$ cat config.mk
export PLATFORM = sky130hd
export DESIGN_NAME = stepper_closed_loop_controller
export DESIGN_NICKNAME = d
export VERILOG_FILES = /design/src/hw/rtl/sclc_pkg.sv /design/src/hw/rtl/stepper_closed_loop_controller.sv
export SDC_FILE = /design/constraint.sdc
export NUM_CORES = 2
export LEC_CHECK = 0
export BUFFER_PORTS_ARGS = -buffer_cell sky130_fd_sc_hd__buf_2
export CAP_MARGIN = 40
export CORE_MARGIN = 2
export CORE_UTILIZATION = 54
export CTS_BUF_LIST = sky130_fd_sc_hd__clkbuf_4 sky130_fd_sc_hd__clkbuf_8
export DETAILED_ROUTE_END_ITERATION = 10
export PLACE_DENSITY = 0.66
export REMOVE_ABC_BUFFERS = 1
export SKIP_CTS_REPAIR_TIMING = 1
export SYNTH_ARGS = -nofsm -noshare
export SYNTH_HDL_FRONTEND = slang
export SYNTH_SLANG_ARGS = --single-unit
$ cat constraint.sdc
create_clock -name clk -period 9.2 [get_ports clk]
set_input_delay 0.46 -clock clk [delete_from_list [all_inputs] [get_ports clk]]
set_output_delay 0.46 -clock clk [all_outputs]
set_load 0.005 [all_outputs]
$ cat src/hw/rtl/sclc_pkg.sv
// Package for the closed-loop stepper controller: constants, payload types, states, helpers.
`timescale 1ns / 1ps
`default_nettype none
package sclc_pkg;

  localparam int TC_BITS       = 15;
  localparam int STEP_ANGLE    = 461;
  localparam int HALF_TURN     = 46080;
  localparam int FULL_TURN     = 92160;
  localparam int POS_ILIM      = 150 * 256;
  localparam int VEL_ILIM      = 200 * 256;
  localparam int HYBRID_EFFORT = 69;
  localparam int BUSY_BAND     = 25;

  // Serial multiplier: multiplier bits, multiplicand and accumulator width.
  localparam int MUL_BITS = 25;
  localparam int MCAND_W  = 59;
  // Serial divider by five: dividend bits.
  localparam int DIV_BITS = 34;
  // Width of rounded products and effort sums.
  localparam int WIDE_W   = 44;
  localparam int INTEG_W  = 17;

  localparam logic [2:0] MODE_POS = 3'd1;
  localparam logic [2:0] MODE_VEL = 3'd2;
  localparam logic [2:0] MODE_TRQ = 3'd3;
  localparam logic [2:0] MODE_HYB = 3'd4;

  localparam logic [2:0] CFG_MODE = 3'd0;
  localparam logic [2:0] CFG_KP   = 3'd1;
  localparam logic [2:0] CFG_KI   = 3'd2;
  localparam logic [2:0] CFG_KD   = 3'd3;
  localparam logic [2:0] CFG_KEEP = 3'd4;
  localparam logic [2:0] CFG_TAKE = 3'd5;
  localparam logic [2:0] CFG_PA   = 3'd6;
  localparam logic [2:0] CFG_ELIM = 3'd7;

  typedef enum logic [3:0] {
    ST_IDLE, ST_TURN, ST_POS, ST_DPOS, ST_PERR, ST_MSTART, ST_MUL, ST_MACC,
    ST_VERR, ST_HYB, ST_HPREP, ST_DIV, ST_LIMIT, ST_FIN
  } state_t;

  typedef struct packed {
    logic [16:0]        shaft_angle;
    logic signed [31:0] setpoint;
  } in_item_t;

  typedef struct packed {
    logic signed [31:0] coil_angle;
    logic [7:0]         effort;
    logic               busy_res;
  } out_item_t;

  function automatic logic signed [31:0] sat32(input logic signed [WIDE_W-1:0] x);
    logic signed [31:0] res;
    if (x > $signed(44'sh0007FFFFFFF)) begin
      res = 32'sh7FFFFFFF;
    end else if (x < $signed(-44'sh00080000000)) begin
      res = 32'sh80000000;
    end else begin
      res = x[31:0];
    end
    return res;
  endfunction

  function automatic logic signed [INTEG_W-1:0] clampi(input logic signed [WIDE_W-1:0] x,
                                                       input logic signed [WIDE_W-1:0] lim);
    logic signed [INTEG_W-1:0] res;
    logic signed [WIDE_W-1:0]  nlim;
    nlim = -lim;
    if (x > lim) begin
      res = lim[INTEG_W-1:0];
    end else if (x < nlim) begin
      res = nlim[INTEG_W-1:0];
    end else begin
      res = x[INTEG_W-1:0];
    end
    return res;
  endfunction

endpackage
`default_nettype wire

$ cat src/hw/rtl/stepper_closed_loop_controller.sv
// Top level of the closed-loop stepper controller with serial multiplier and divider.
`timescale 1ns / 1ps
`default_nettype none
// One control tick is one transfer on the input channel and one on the result channel.
// The tick is worked through by a sequencer around one bit-serial shift-add multiplier
// (a setup state, the shift-add states and an accumulation state per product). Position
// and velocity modes take five products each. Hybrid stepping runs a bit-serial divide
// by five over 34 dividend bits. Torque mode and the unused mode codes skip both the
// multiplier and the divider. The input stalls while a tick is in work; a finished
// result sits in the output register, so a new tick can be taken while it waits.
// Configuration writes are taken at any cycle but belong to idle periods.
module stepper_closed_loop_controller
  import sclc_pkg::*;
(
  input  wire logic      clk,
  input  wire logic      rst_n,
  input  wire logic      in_valid,
  output logic           in_stall,
  input  wire in_item_t  in_data,
  output logic           out_valid,
  input  wire logic      out_stall,
  output out_item_t      out_data,
  input  wire logic      cfg_we,
  input  wire logic [2:0]  cfg_addr,
  input  wire logic [23:0] cfg_wdata
);

  // Configuration registers.
  logic [2:0]         mode_r;
  logic signed [23:0] kp_r, ki_r, kd_r;
  logic [15:0]        keep_r, take_r;
  logic [14:0]        pa_r;
  logic [7:0]         elim_r;

  // Controller state kept across ticks.
  logic [16:0]               last_y_r;
  logic signed [TC_BITS-1:0] tc_r;
  logic signed [31:0]        last_pos_r, deriv_r, vel_r, err_r, last_err_r;
  logic signed [INTEG_W-1:0] integ_r;
  logic signed [15:0]        missed_r;

  // Working registers of the current tick.
  state_t                    state_r, state_nxt;
  logic [16:0]               y_r;
  logic signed [31:0]        r_r, pos_r;
  logic signed [32:0]        dpos_r;
  logic signed [WIDE_W-1:0]  tmp_r, u_r;
  logic signed [24:0]        tk_r;
  logic [2:0]                mi_r;
  logic signed [MCAND_W-1:0] mcand_r, acc_r;
  logic [MUL_BITS-1:0]       mplier_r;
  logic [5:0]                cnt_r;
  logic [DIV_BITS-1:0]       quo_r;
  logic [2:0]                rem_r;
  logic                      qneg_r, adv_pos_r;
  logic                      out_valid_r;
  out_item_t                 out_data_r;

  localparam logic signed [TC_BITS-1:0] TC_MAX = {1'b0, {(TC_BITS-1){1'b1}}};
  localparam logic signed [TC_BITS-1:0] TC_MIN = {1'b1, {(TC_BITS-1){1'b0}}};

  logic fin_go;

  // Handshake and sequencing outputs.
  always_comb begin
    in_stall = (state_r != ST_IDLE);
    fin_go   = (state_r == ST_FIN) && (!out_valid_r || !out_stall);
  end

  assign out_valid = out_valid_r;
  assign out_data  = out_data_r;

  // Turn detection against the previous angle.
  logic signed [17:0] dturn;
  assign dturn = $signed({1'b0, y_r}) - $signed({1'b0, last_y_r});

  // Multi-turn position, saturated to 32 bits.
  logic signed [39:0] pos_w;
  assign pos_w = $signed({23'b0, y_r}) + $signed(tc_r) * 40'sd92160;

  // Rounded product of the serial multiplier: floor((p + 2^15) / 2^16).
  logic signed [MCAND_W-1:0] acc_rnd;
  logic signed [WIDE_W-1:0]  pr;
  assign acc_rnd = acc_r + $signed(MCAND_W'(32768));
  assign pr      = $signed({acc_rnd[MCAND_W-1], acc_rnd[MCAND_W-1:16]});

  // Operand selection for the next product.
  logic signed [33:0] opa;
  logic signed [24:0] opb;
  always_comb begin
    opa = '0;
    opb = '0;
    if (mode_r == MODE_POS) begin
      unique case (mi_r)
        3'd0: begin opa = 34'(err_r);   opb = 25'(ki_r); end
        3'd1: begin opa = 34'(deriv_r); opb = $signed({9'b0, keep_r}); end
        3'd2: begin opa = 34'(kd_r);    opb = $signed({9'b0, take_r}); end
        3'd3: begin opa = 34'(dpos_r);  opb = tk_r; end
        default: begin opa = 34'(err_r); opb = 25'(kp_r); end
      endcase
    end else begin
      unique case (mi_r)
        3'd0: begin opa = 34'(vel_r);   opb = $signed({9'b0, keep_r}); end
        3'd1: begin opa = 34'(dpos_r);  opb = $signed({9'b0, take_r}); end
        3'd2: begin opa = 34'(err_r);   opb = 25'(ki_r); end
        3'd3: begin opa = 34'($signed(33'(err_r)) - $signed(33'(last_err_r)));
                    opb = 25'(kd_r); end
        default: begin opa = 34'(err_r); opb = 25'(kp_r); end
      endcase
    end
  end

  // One multiplier bit per cycle; the top bit of the multiplier has negative weight.
  logic                      mul_last;
  logic signed [MCAND_W-1:0] addend;
  assign mul_last = (cnt_r == 6'(MUL_BITS - 1));
  assign addend   = mplier_r[0] ? mcand_r : '0;

  // Hybrid stepping: x = 40 - 9*(r - 256*missed), then floor(x/80) = floor(floor(x/16)/5).
  logic signed [33:0] hdiff;
  logic signed [37:0] hx, hx16, hn;
  assign hdiff = $signed(34'(r_r)) - $signed({{10{missed_r[15]}}, missed_r, 8'b0});
  assign hx    = 38'sd40 - ($signed(38'(hdiff)) * 38'sd9);
  assign hx16  = hx >>> 4;
  assign hn    = hx16[37] ? (38'sd4 - hx16) : hx16;

  // Restoring division by five, one quotient bit per cycle.
  logic [3:0] dtrial;
  logic       dge;
  assign dtrial = {rem_r, quo_r[DIV_BITS-1]};
  assign dge    = (dtrial >= 4'd5);

  // Result assembly.
  logic signed [18:0] coil_sum;
  logic signed [31:0] coil_loop, coil_hyb;
  logic [16:0]        u_mag;
  logic [16:0]        u_mag_rnd;
  logic signed [WIDE_W-1:0] umax;
  assign coil_sum  = adv_pos_r ? ($signed({2'b0, y_r}) + $signed({4'b0, pa_r}))
                               : ($signed({2'b0, y_r}) - $signed({4'b0, pa_r}));
  assign coil_loop = -$signed(32'(coil_sum));
  assign coil_hyb  = qneg_r ? -$signed(quo_r[31:0]) : $signed(quo_r[31:0]);
  assign u_mag     = u_r[WIDE_W-1] ? 17'(-u_r) : u_r[16:0];
  assign u_mag_rnd = u_mag + 17'd128;
  assign umax      = $signed({28'b0, elim_r, 8'b0});

  // Next-state logic.
  always_comb begin
    state_nxt = state_r;
    unique case (state_r)
      ST_IDLE:   if (in_valid) state_nxt = ST_TURN;
      ST_TURN:   state_nxt = ST_POS;
      ST_POS:    state_nxt = ST_DPOS;
      ST_DPOS: begin
        unique case (mode_r)
          MODE_POS: state_nxt = ST_PERR;
          MODE_VEL: state_nxt = ST_MSTART;
          MODE_HYB: state_nxt = ST_HYB;
          default:  state_nxt = ST_LIMIT;
        endcase
      end
      ST_PERR:   state_nxt = ST_MSTART;
      ST_MSTART: state_nxt = ST_MUL;
      ST_MUL:    if (mul_last) state_nxt = ST_MACC;
      ST_MACC: begin
        priority if (mi_r == 3'd4) state_nxt = ST_LIMIT;
        else if (mode_r == MODE_VEL && mi_r == 3'd1) state_nxt = ST_VERR;
        else state_nxt = ST_MSTART;
      end
      ST_VERR:   state_nxt = ST_MSTART;
      ST_HYB:    state_nxt = ST_HPREP;
      ST_HPREP:  state_nxt = ST_DIV;
      ST_DIV:    if (cnt_r == 6'(DIV_BITS - 1)) state_nxt = ST_FIN;
      ST_LIMIT:  state_nxt = ST_FIN;
      ST_FIN:    if (fin_go) state_nxt = ST_IDLE;
      default:   state_nxt = ST_IDLE;
    endcase
  end

  always_ff @(posedge clk) begin
    if (!rst_n) begin
      state_r <= ST_IDLE;
    end else begin
      state_r <= state_nxt;
    end
  end

  // Configuration writes.
  always_ff @(posedge clk) begin
    if (!rst_n) begin
      mode_r <= '0; kp_r <= '0; ki_r <= '0; kd_r <= '0;
      keep_r <= '0; take_r <= '0; pa_r <= '0; elim_r <= '0;
    end else if (cfg_we) begin
      unique case (cfg_addr)
        CFG_MODE: mode_r <= cfg_wdata[2:0];
        CFG_KP:   kp_r   <= cfg_wdata;
        CFG_KI:   ki_r   <= cfg_wdata;
        CFG_KD:   kd_r   <= cfg_wdata;
        CFG_KEEP: keep_r <= cfg_wdata[15:0];
        CFG_TAKE: take_r <= cfg_wdata[15:0];
        CFG_PA:   pa_r   <= cfg_wdata[14:0];
        CFG_ELIM: elim_r <= cfg_wdata[7:0];
        default:  mode_r <= mode_r;
      endcase
    end
  end

  // Controller state and result register.
  always_ff @(posedge clk) begin
    if (!rst_n) begin
      last_y_r <= '0; tc_r <= '0; last_pos_r <= '0; integ_r <= '0;
      deriv_r <= '0; vel_r <= '0; err_r <= '0; last_err_r <= '0;
      missed_r <= '0; out_valid_r <= 1'b0; rem_r <= '0;
    end else begin
      if (fin_go) begin
        out_valid_r <= 1'b1;
      end else if (out_valid_r && !out_stall) begin
        out_valid_r <= 1'b0;
      end
      unique case (state_r)
        ST_TURN: begin
          if (dturn < -18'sd46080) begin
            if (tc_r != TC_MAX) tc_r <= tc_r + 1'b1;
          end else if (dturn > 18'sd46080) begin
            if (tc_r != TC_MIN) tc_r <= tc_r - 1'b1;
          end
        end
        ST_PERR: err_r <= sat32($signed(44'(r_r)) - $signed(44'(pos_r)));
        ST_VERR: err_r <= sat32($signed(44'(r_r)) - $signed(44'(vel_r)));
        ST_MACC: begin
          if (mode_r == MODE_POS) begin
            unique case (mi_r)
              3'd0: integ_r <= clampi(pr + 44'(integ_r), 44'(POS_ILIM));
              3'd3: deriv_r <= sat32(tmp_r - pr);
              default: ;
            endcase
          end else begin
            unique case (mi_r)
              3'd1: vel_r   <= sat32(tmp_r + pr);
              3'd2: integ_r <= clampi(pr + 44'(integ_r), 44'(VEL_ILIM));
              default: ;
            endcase
          end
        end
        ST_HYB: begin
          if ($signed(34'(pos_r)) < $signed(34'(r_r)) - 34'(STEP_ANGLE)) begin
            if (missed_r != 16'sh8000) missed_r <= missed_r - 1'b1;
          end else if ($signed(34'(pos_r)) > $signed(34'(r_r)) + 34'(STEP_ANGLE)) begin
            if (missed_r != 16'sh7FFF) missed_r <= missed_r + 1'b1;
          end
        end
        ST_HPREP: rem_r <= '0;
        ST_DIV:   rem_r <= dge ? 3'(dtrial - 4'd5) : dtrial[2:0];
        ST_FIN: begin
          if (fin_go) begin
            last_err_r  <= err_r;
            last_pos_r  <= pos_r;
            if (mode_r != MODE_HYB) last_y_r <= y_r;
          end
        end
        default: ;
      endcase
    end
  end

  // Working datapath and sequencing counters; these registers are not reset.
  always_ff @(posedge clk) begin
    unique case (state_r)
      ST_IDLE: begin
        if (in_valid) begin
          y_r <= in_data.shaft_angle;
          r_r <= in_data.setpoint;
        end
      end
      ST_POS: pos_r <= sat32({{4{pos_w[39]}}, pos_w});
      ST_DPOS: begin
        dpos_r <= $signed(33'(pos_r)) - $signed(33'(last_pos_r));
        mi_r   <= '0;
        u_r    <= (mode_r == MODE_TRQ) ? 44'(r_r) : '0;
      end
      ST_MSTART: begin
        mcand_r  <= MCAND_W'(opa);
        mplier_r <= opb;
        acc_r    <= '0;
        cnt_r    <= '0;
      end
      ST_MUL: begin
        acc_r    <= mul_last ? (acc_r - addend) : (acc_r + addend);
        mcand_r  <= mcand_r <<< 1;
        mplier_r <= mplier_r >> 1;
        cnt_r    <= cnt_r + 1'b1;
      end
      ST_MACC: begin
        mi_r <= mi_r + 1'b1;
        if (mode_r == MODE_POS) begin
          unique case (mi_r)
            3'd1: tmp_r <= pr;
            3'd2: tk_r  <= pr[24:0];
            3'd4: u_r   <= pr + 44'(integ_r) + 44'(deriv_r);
            default: ;
          endcase
        end else begin
          unique case (mi_r)
            3'd0: tmp_r <= pr;
            3'd3: tmp_r <= pr;
            3'd4: u_r   <= pr + 44'(integ_r) - tmp_r;
            default: ;
          endcase
        end
      end
      ST_HPREP: begin
        quo_r  <= hn[DIV_BITS-1:0];
        qneg_r <= hx16[37];
        cnt_r  <= '0;
      end
      ST_DIV: begin
        quo_r <= {quo_r[DIV_BITS-2:0], dge};
        cnt_r <= cnt_r + 1'b1;
      end
      ST_LIMIT: begin
        if (u_r > 44'sd0) begin
          adv_pos_r <= 1'b1;
          if (u_r > umax) u_r <= umax;
        end else begin
          adv_pos_r <= 1'b0;
          if (u_r < -umax) u_r <= -umax;
        end
      end
      ST_FIN: begin
        if (fin_go) begin
          out_data_r.coil_angle <= (mode_r == MODE_HYB) ? coil_hyb : coil_loop;
          out_data_r.effort     <= (mode_r == MODE_HYB) ? 8'(HYBRID_EFFORT)
                                                        : u_mag_rnd[15:8];
          out_data_r.busy_res   <= (err_r >= -32'sd25) && (err_r <= 32'sd25);
        end
      end
      default: ;
    endcase
  end

  // The result register is loaded exactly when the sequencer leaves its final state.
  a_fin_loads: assert property (@(posedge clk) disable iff (!rst_n)
    (state_r == ST_FIN && fin_go) |=> out_valid_r)
    else $error("result not presented after final state");

  // A finished result is never overwritten while the receiver stalls.
  a_no_overwrite: assert property (@(posedge clk) disable iff (!rst_n)
    (out_valid_r && out_stall) |-> !fin_go)
    else $error("result overwritten under stall");

  // The integral term stays inside the wider of the two clamp bands.
  a_integ_band: assert property (@(posedge clk) disable iff (!rst_n)
    (integ_r <= 17'sd51200) && (integ_r >= -17'sd51200))
    else $error("integral outside clamp band");

  // The divider remainder stays below the divisor.
  a_rem_range: assert property (@(posedge clk) disable iff (!rst_n)
    rem_r < 3'd5)
    else $error("divider remainder out of range");

endmodule
`default_nettype wire
# After elaboration in Yosys (flattened, before gate mapping)
# Cells that the tools add are included.
dict set report word_totals {
  reg_bits 819
  rom_bits 0
  n_memories 0
  output_inout_bits 43
  mem_bits_rw 0
  latchBits 0
}
dict set report op_classes {
  n_reduce_logical 48
  multipliers 2
  shift 0
  add_sub_neg 33
  bitwise_logic 1
  muxes 68
  order_cmp 24
  eq_ne 46
  div_mod_pow 0
}
# op count
set ops {}
lappend ops {{$mux 44} 10}
lappend ops {{$mux 32} 11}
lappend ops {{$pmux 59 s2} 2}
lappend ops {{$pmux 34 s3} 2}
lappend ops {{$pmux 25 s4} 2}
lappend ops {{$pmux 44 s3} 1}
lappend ops {{$sub 32x32->33} 4}
lappend ops {{$mux 17} 7}
lappend ops {{$mux 59} 2}
lappend ops {{$gt 44x17->1 const B} 2}
lappend ops {{$gt 44x32->1 const B} 2}
lappend ops {{$lt 44x17->1 const B} 2}
lappend ops {{$lt 44x32->1 const B} 2}
lappend ops {{$mux 16} 5}
lappend ops {{$mux 34} 2}
lappend ops {{$pmux 34 s2} 1}
lappend ops {{$gt 33x32->1 const B} 2}
lappend ops {{$lt 33x32->1 const B} 2}
lappend ops {{$pmux 32 s2} 1}
lappend ops {{$mux 15} 4}
lappend ops {{$add 59x17->59 const B} 1}
lappend ops {{$add 59x59->59} 1}
lappend ops {{$sub 59x59->59} 1}
lappend ops {{$pmux 4 s13} 1}
lappend ops {{other kinds (76)} 152}

# Depth between registers and ports, before layout
dict set report logic_depth {
  word_depth 7
  mapped_depth 37
  depth_no_buf 37
}

# Least setup slack after synthesis
# Ideal clock, no wire load.
dict set report synth_path {
  path_type {register to register}
  start {register state_r[1]}
  end {register cnt_r[0] (enable)}
  path_slack_ps 1169
  path_stages_with_launch 6
  arrival_ps 7703
  synth_period_minus_slack_ps 8031
  required_ps 8872
  path_buffers 1
  cell_sequence {dfxtp_1 -> clkbuf_1 -> nor2b_1 -> nor2_1 -> nor2_1 -> or2_2}
}
dict set report synth_between {
  elab_chain_cells 3
  word_cells_on_any_way 7
}
# item line
set synth_lines {}
lappend synth_lines {{start, declared} stepper_closed_loop_controller.sv:43} ;# state_t state_r, state_nxt;
lappend synth_lines {{start signal, assigned} stepper_closed_loop_controller.sv:184} ;# state_r <= state_nxt;
lappend synth_lines {{$eq 4x4->1 / $eq 4x3->1 (equally long branches)} stepper_closed_loop_controller.sv:268} ;# unique case (state_r)
lappend synth_lines {{$reduce_or 2->1 (no source line)} n/a}
lappend synth_lines {{$reduce_bool 2->1 (no source line) *} n/a}
lappend synth_lines {{end signal, assigned} stepper_closed_loop_controller.sv:291} ;# cnt_r <= cnt_r + 1'b1;
lappend synth_lines {{end signal, assigned} stepper_closed_loop_controller.sv:318} ;# cnt_r <= cnt_r + 1'b1;
lappend synth_lines {{end, declared} stepper_closed_loop_controller.sv:52} ;# logic [5:0] cnt_r;
# Every way passes the cells marked *; elsewhere a longest branch is shown, timed or not.
# A chain may end at the register's enable or synchronous reset.

# Worst setup path in the final report
dict set report layout_path {
  start {register missed_r[1]}
  end {register quo_r[16] (data pin)}
}
dict set report layout_between {
  elab_chain_cells 6
}
# item line
set layout_lines {}
lappend layout_lines {{start, declared} stepper_closed_loop_controller.sv:40} ;# logic signed [15:0] missed_r;
lappend layout_lines {{start signal, assigned} stepper_closed_loop_controller.sv:247} ;# if (missed_r != 16'sh8000) missed_r <= missed_r - 1'b1;
lappend layout_lines {{start signal, assigned} stepper_closed_loop_controller.sv:249} ;# if (missed_r != 16'sh7FFF) missed_r <= missed_r + 1'b1;
lappend layout_lines {{$sub 32x24->33 *} stepper_closed_loop_controller.sv:122} ;# assign hdiff = $signed(34'(r_r)) - $signed({{10{missed_r[15]}}, missed_r, 8'b0});
lappend layout_lines {{$mul 33x5->38 *} stepper_closed_loop_controller.sv:123} ;# assign hx = 38'sd40 - ($signed(38'(hdiff)) * 38'sd9);
lappend layout_lines {{$sub 7x38->38 *} stepper_closed_loop_controller.sv:123}
lappend layout_lines {{$sub 4x34->34} stepper_closed_loop_controller.sv:125} ;# assign hn = hx16[37] ? (38'sd4 - hx16) : hx16;
lappend layout_lines {{$mux 34 *} stepper_closed_loop_controller.sv:125}
lappend layout_lines {{$pmux 34 s2 *} stepper_closed_loop_controller.sv:268}
lappend layout_lines {{end signal, assigned} stepper_closed_loop_controller.sv:312} ;# quo_r <= hn[DIV_BITS-1:0];
lappend layout_lines {{end signal, assigned} stepper_closed_loop_controller.sv:317} ;# quo_r <= {quo_r[DIV_BITS-2:0], dge};
lappend layout_lines {{end, declared} stepper_closed_loop_controller.sv:53} ;# logic [DIV_BITS-1:0] quo_r;
# Marked as above.

==> results.ini <==
[worst_setup_path]
critPathMaxFanout = 21
crit_required_ns = 9.82
endpoint_kind = register
r2r-end = quo_r[16]
endpoint = quo_r[16]
r2r_slack_ns = 0.82
critPathLaunch = missed_r[1]
cp_num_cells = 35
r2r-start = missed_r[1]
crit_family = compound AO/OA/AOI/OAI gates
cpPeakStageDelay_ns = 0.56
critical_path_class = reg -> reg
arrival_ns = 9.01
cp_common_cell = ha_1
r2r_cells = 35
start_kind = register
critPathBufInv = 4
critPathSlowestCell = a211o_1

[timing]
fin_ws_ns = 0.8184
rsz0062_at_grt = false
tightestPinTransition_ns = 1.100
setup_viol = 0
fin_hold_ws_ns = 0.09161
period_minus_slack_ns = 8.382
finalCritPeriodShare = 0.9110
max_clock_freq_mhz = 119.3
slew_headroom = 0.2666
hold_violations = 0
fin_skew_ns = 0.06080
maxSlewViolCount = 0

[logic_synthesis]
synthesis.instances = 8592
synth_top_area_frac = 0.1944
ys_types = 108
synth_edf_count = 455
synth_common_cells = 1,078 x nand2_1, 889 x a21oi_1, 770 x ha_1
ys_seq_area_frac = 0.2978
synth-async-reset-ratio = 0
ys_warn_count = 0
ys_ff_latch = 818
synth.avg_cell_area_um2 = 8.181
synth_area_leader_cell = edfxtp_1
synth_top_flop_cell = edfxtp_1
yosysMostFrequentCell = nand2_1
ys_top_cells_by_area = edfxtp_1 19%, ha_1 14%, dfxtp_1 10%
syn_area_mm2 = 0.07029

[layout]
drive_gt1_frac = 0.07315
area_growth_syn_to_layout_pct = 9.636
finalNetCount = 9610
fin_util = 0.5959

[floorplan]
coreArea_mm2 = 0.1293
die_area_mm2 = 0.1331
io_pins = 124
std_cell_rows = 132
die_h_um = 364.8
initial_core_util = 0.5435
die_w_um = 364.8

[cts]
cts.sinks = 818
cts_made_buffers = 156
tritoncts = yes
clock-root-buffer = clkbuf_8
cts_buffer_depth = 3
path_clk_slew_ns = 0.06
htree_levels = 4
clk_latency_ns = 0.92

[global_routing]
grt_max_degree = 145
grt_overflow = 0
grt_use_total = 0.3433
grt_antenna_before_repair = 8
grt_pass1_wl_um = 355000
grt_pass1_vias = 60725

[flow_run]
maxCapViolCount = 0

[power]
peakVddDrop_mv = 1.437
power.leakage_uw = 0.03134
p_per_area_mw_per_mm2 = 346.2

[routing]
dr.pass1.iters = 6
wirelength_um = 234300
wire_per_inst_um = 22.12
vias = 64985
via_per_inst = 6.136
drc = 0
ant_nets = 0
drtIter0Drc = 6494

[placed_design]
finalWeightedCongestion = 1.005
portBuffers = 123
place_ws_ns = 0.9312
dp_hpwl_um = 181800

[run_status]
status = finished, final reports clean

[worst_hold_path]
whs_path_depth = 5
hold_path.class = in -> reg

[worst min path at each step]
stage	from	endpoint	slack (ns)
after floorplan	kp_r[0]	kp_r[0]	0.43
after global placement	kp_r[5]	kp_r[5]	0.44
after detailed placement	kp_r[12]	kp_r[12]	0.44
after CTS	in_data[31]	r_r[31]	-0.33
after global routing	rst_n	missed_r[15]	0.11
final	in_valid	state_r[1]	0.09
[cell families after synthesis]
| group | count (synthesis) | synth area share |
|---|---|---|
| buffers and inverters | 933 | 0.05077 |
| flip-flops | 818 | 0.2978 |
| multiplexers | 68 | 0.009773 |
| adder cells (fa/ha/maj) | 813 | 0.1493 |
| XOR/XNOR | 690 | 0.08598 |
| AO/OA/AOI/OAI | 2458 | 0.2201 |
| AND/OR/NAND/NOR | 2812 | 0.1863 |
[layout by cell type, fill, tap and decap left out, types with 82 or more instances in the layout]
| cell | instances |
|---|---|
| o21ai_0 | 527 |
| nand3_1 | 156 |
| nand4_1 | 93 |
| edfxtp_1 | 455 |
| buf_4 | 107 |
| xor2_1 | 278 |
| dfxtp_1 | 363 |
| nor2b_1 | 102 |
| xnor2_1 | 412 |
| ha_1 | 769 |
| clkbuf_8 | 166 |
| a21oi_1 | 888 |
| buf_2 | 126 |
| nor2_1 | 638 |
| inv_1 | 574 |
| nand2_1 | 1077 |
| nor3_1 | 179 |
| nand2b_1 | 128 |
| a21o_1 | 207 |
| o21a_1 | 82 |
[worst min-delay path, stage by stage]
cell	delay [ns]
buf_2	0.08
nor4_1	0.04
a21oi_1	0.11
nor2_1	0.10
a211oi_1	0.16
[sequential cells by signal, indices dropped and copies added, names as in the netlist, 33 cells and up]
name and cells:
acc_r 59, dpos_r 33, mcand_r 59, out_data 41, quo_r 34, tmp_r 43
u_r 44
[report_power, final]
part           internal, µW  switching, µW  total [µW]
registers              4950            736        5690
clock network          2130           1780        3910
logic                  7200           9880       17100
total                 14300          12400       26700
[cell type report]
cell class	count	area [µm²]
Tap cell	1742	2180
Sequential cell	818	20930
Inverter	576	2172
Timing Repair Buffer	323	2476
Clock buffer	210	2615
Clock inverter	77	708.2
Fill cell	11874	52260
Antenna cell	4	10.01
Multi-Input combinational cell	6841	45970
[through the flow]
stage          instance area [µm²]  setup TNS, ns  cells  power (µW)
6_report                     77060              0  10591       26680
2_1_floorplan                68880        -0.1907   8235       18360
3_5_place_dp                 72960              0  10225       22590
5_1_grt                      77060              0  10589       28870
4_1_cts                      76280              0  10512       26590
3_3_place_gp                 72630              0  10200       22080
[routing by layer]
layer / vias up / wire length, µm / track usage
met1: 30907 / 99860 / 0.4551
met4: 2 / 12850 / 0.1724
met3: 523 / 17560 / 0.05379
li1: 31115 / - / -
met5: - / 12 / 0
met2: 2438 / 104000 / 0.5423
Power figures use the tool's default switching activity.
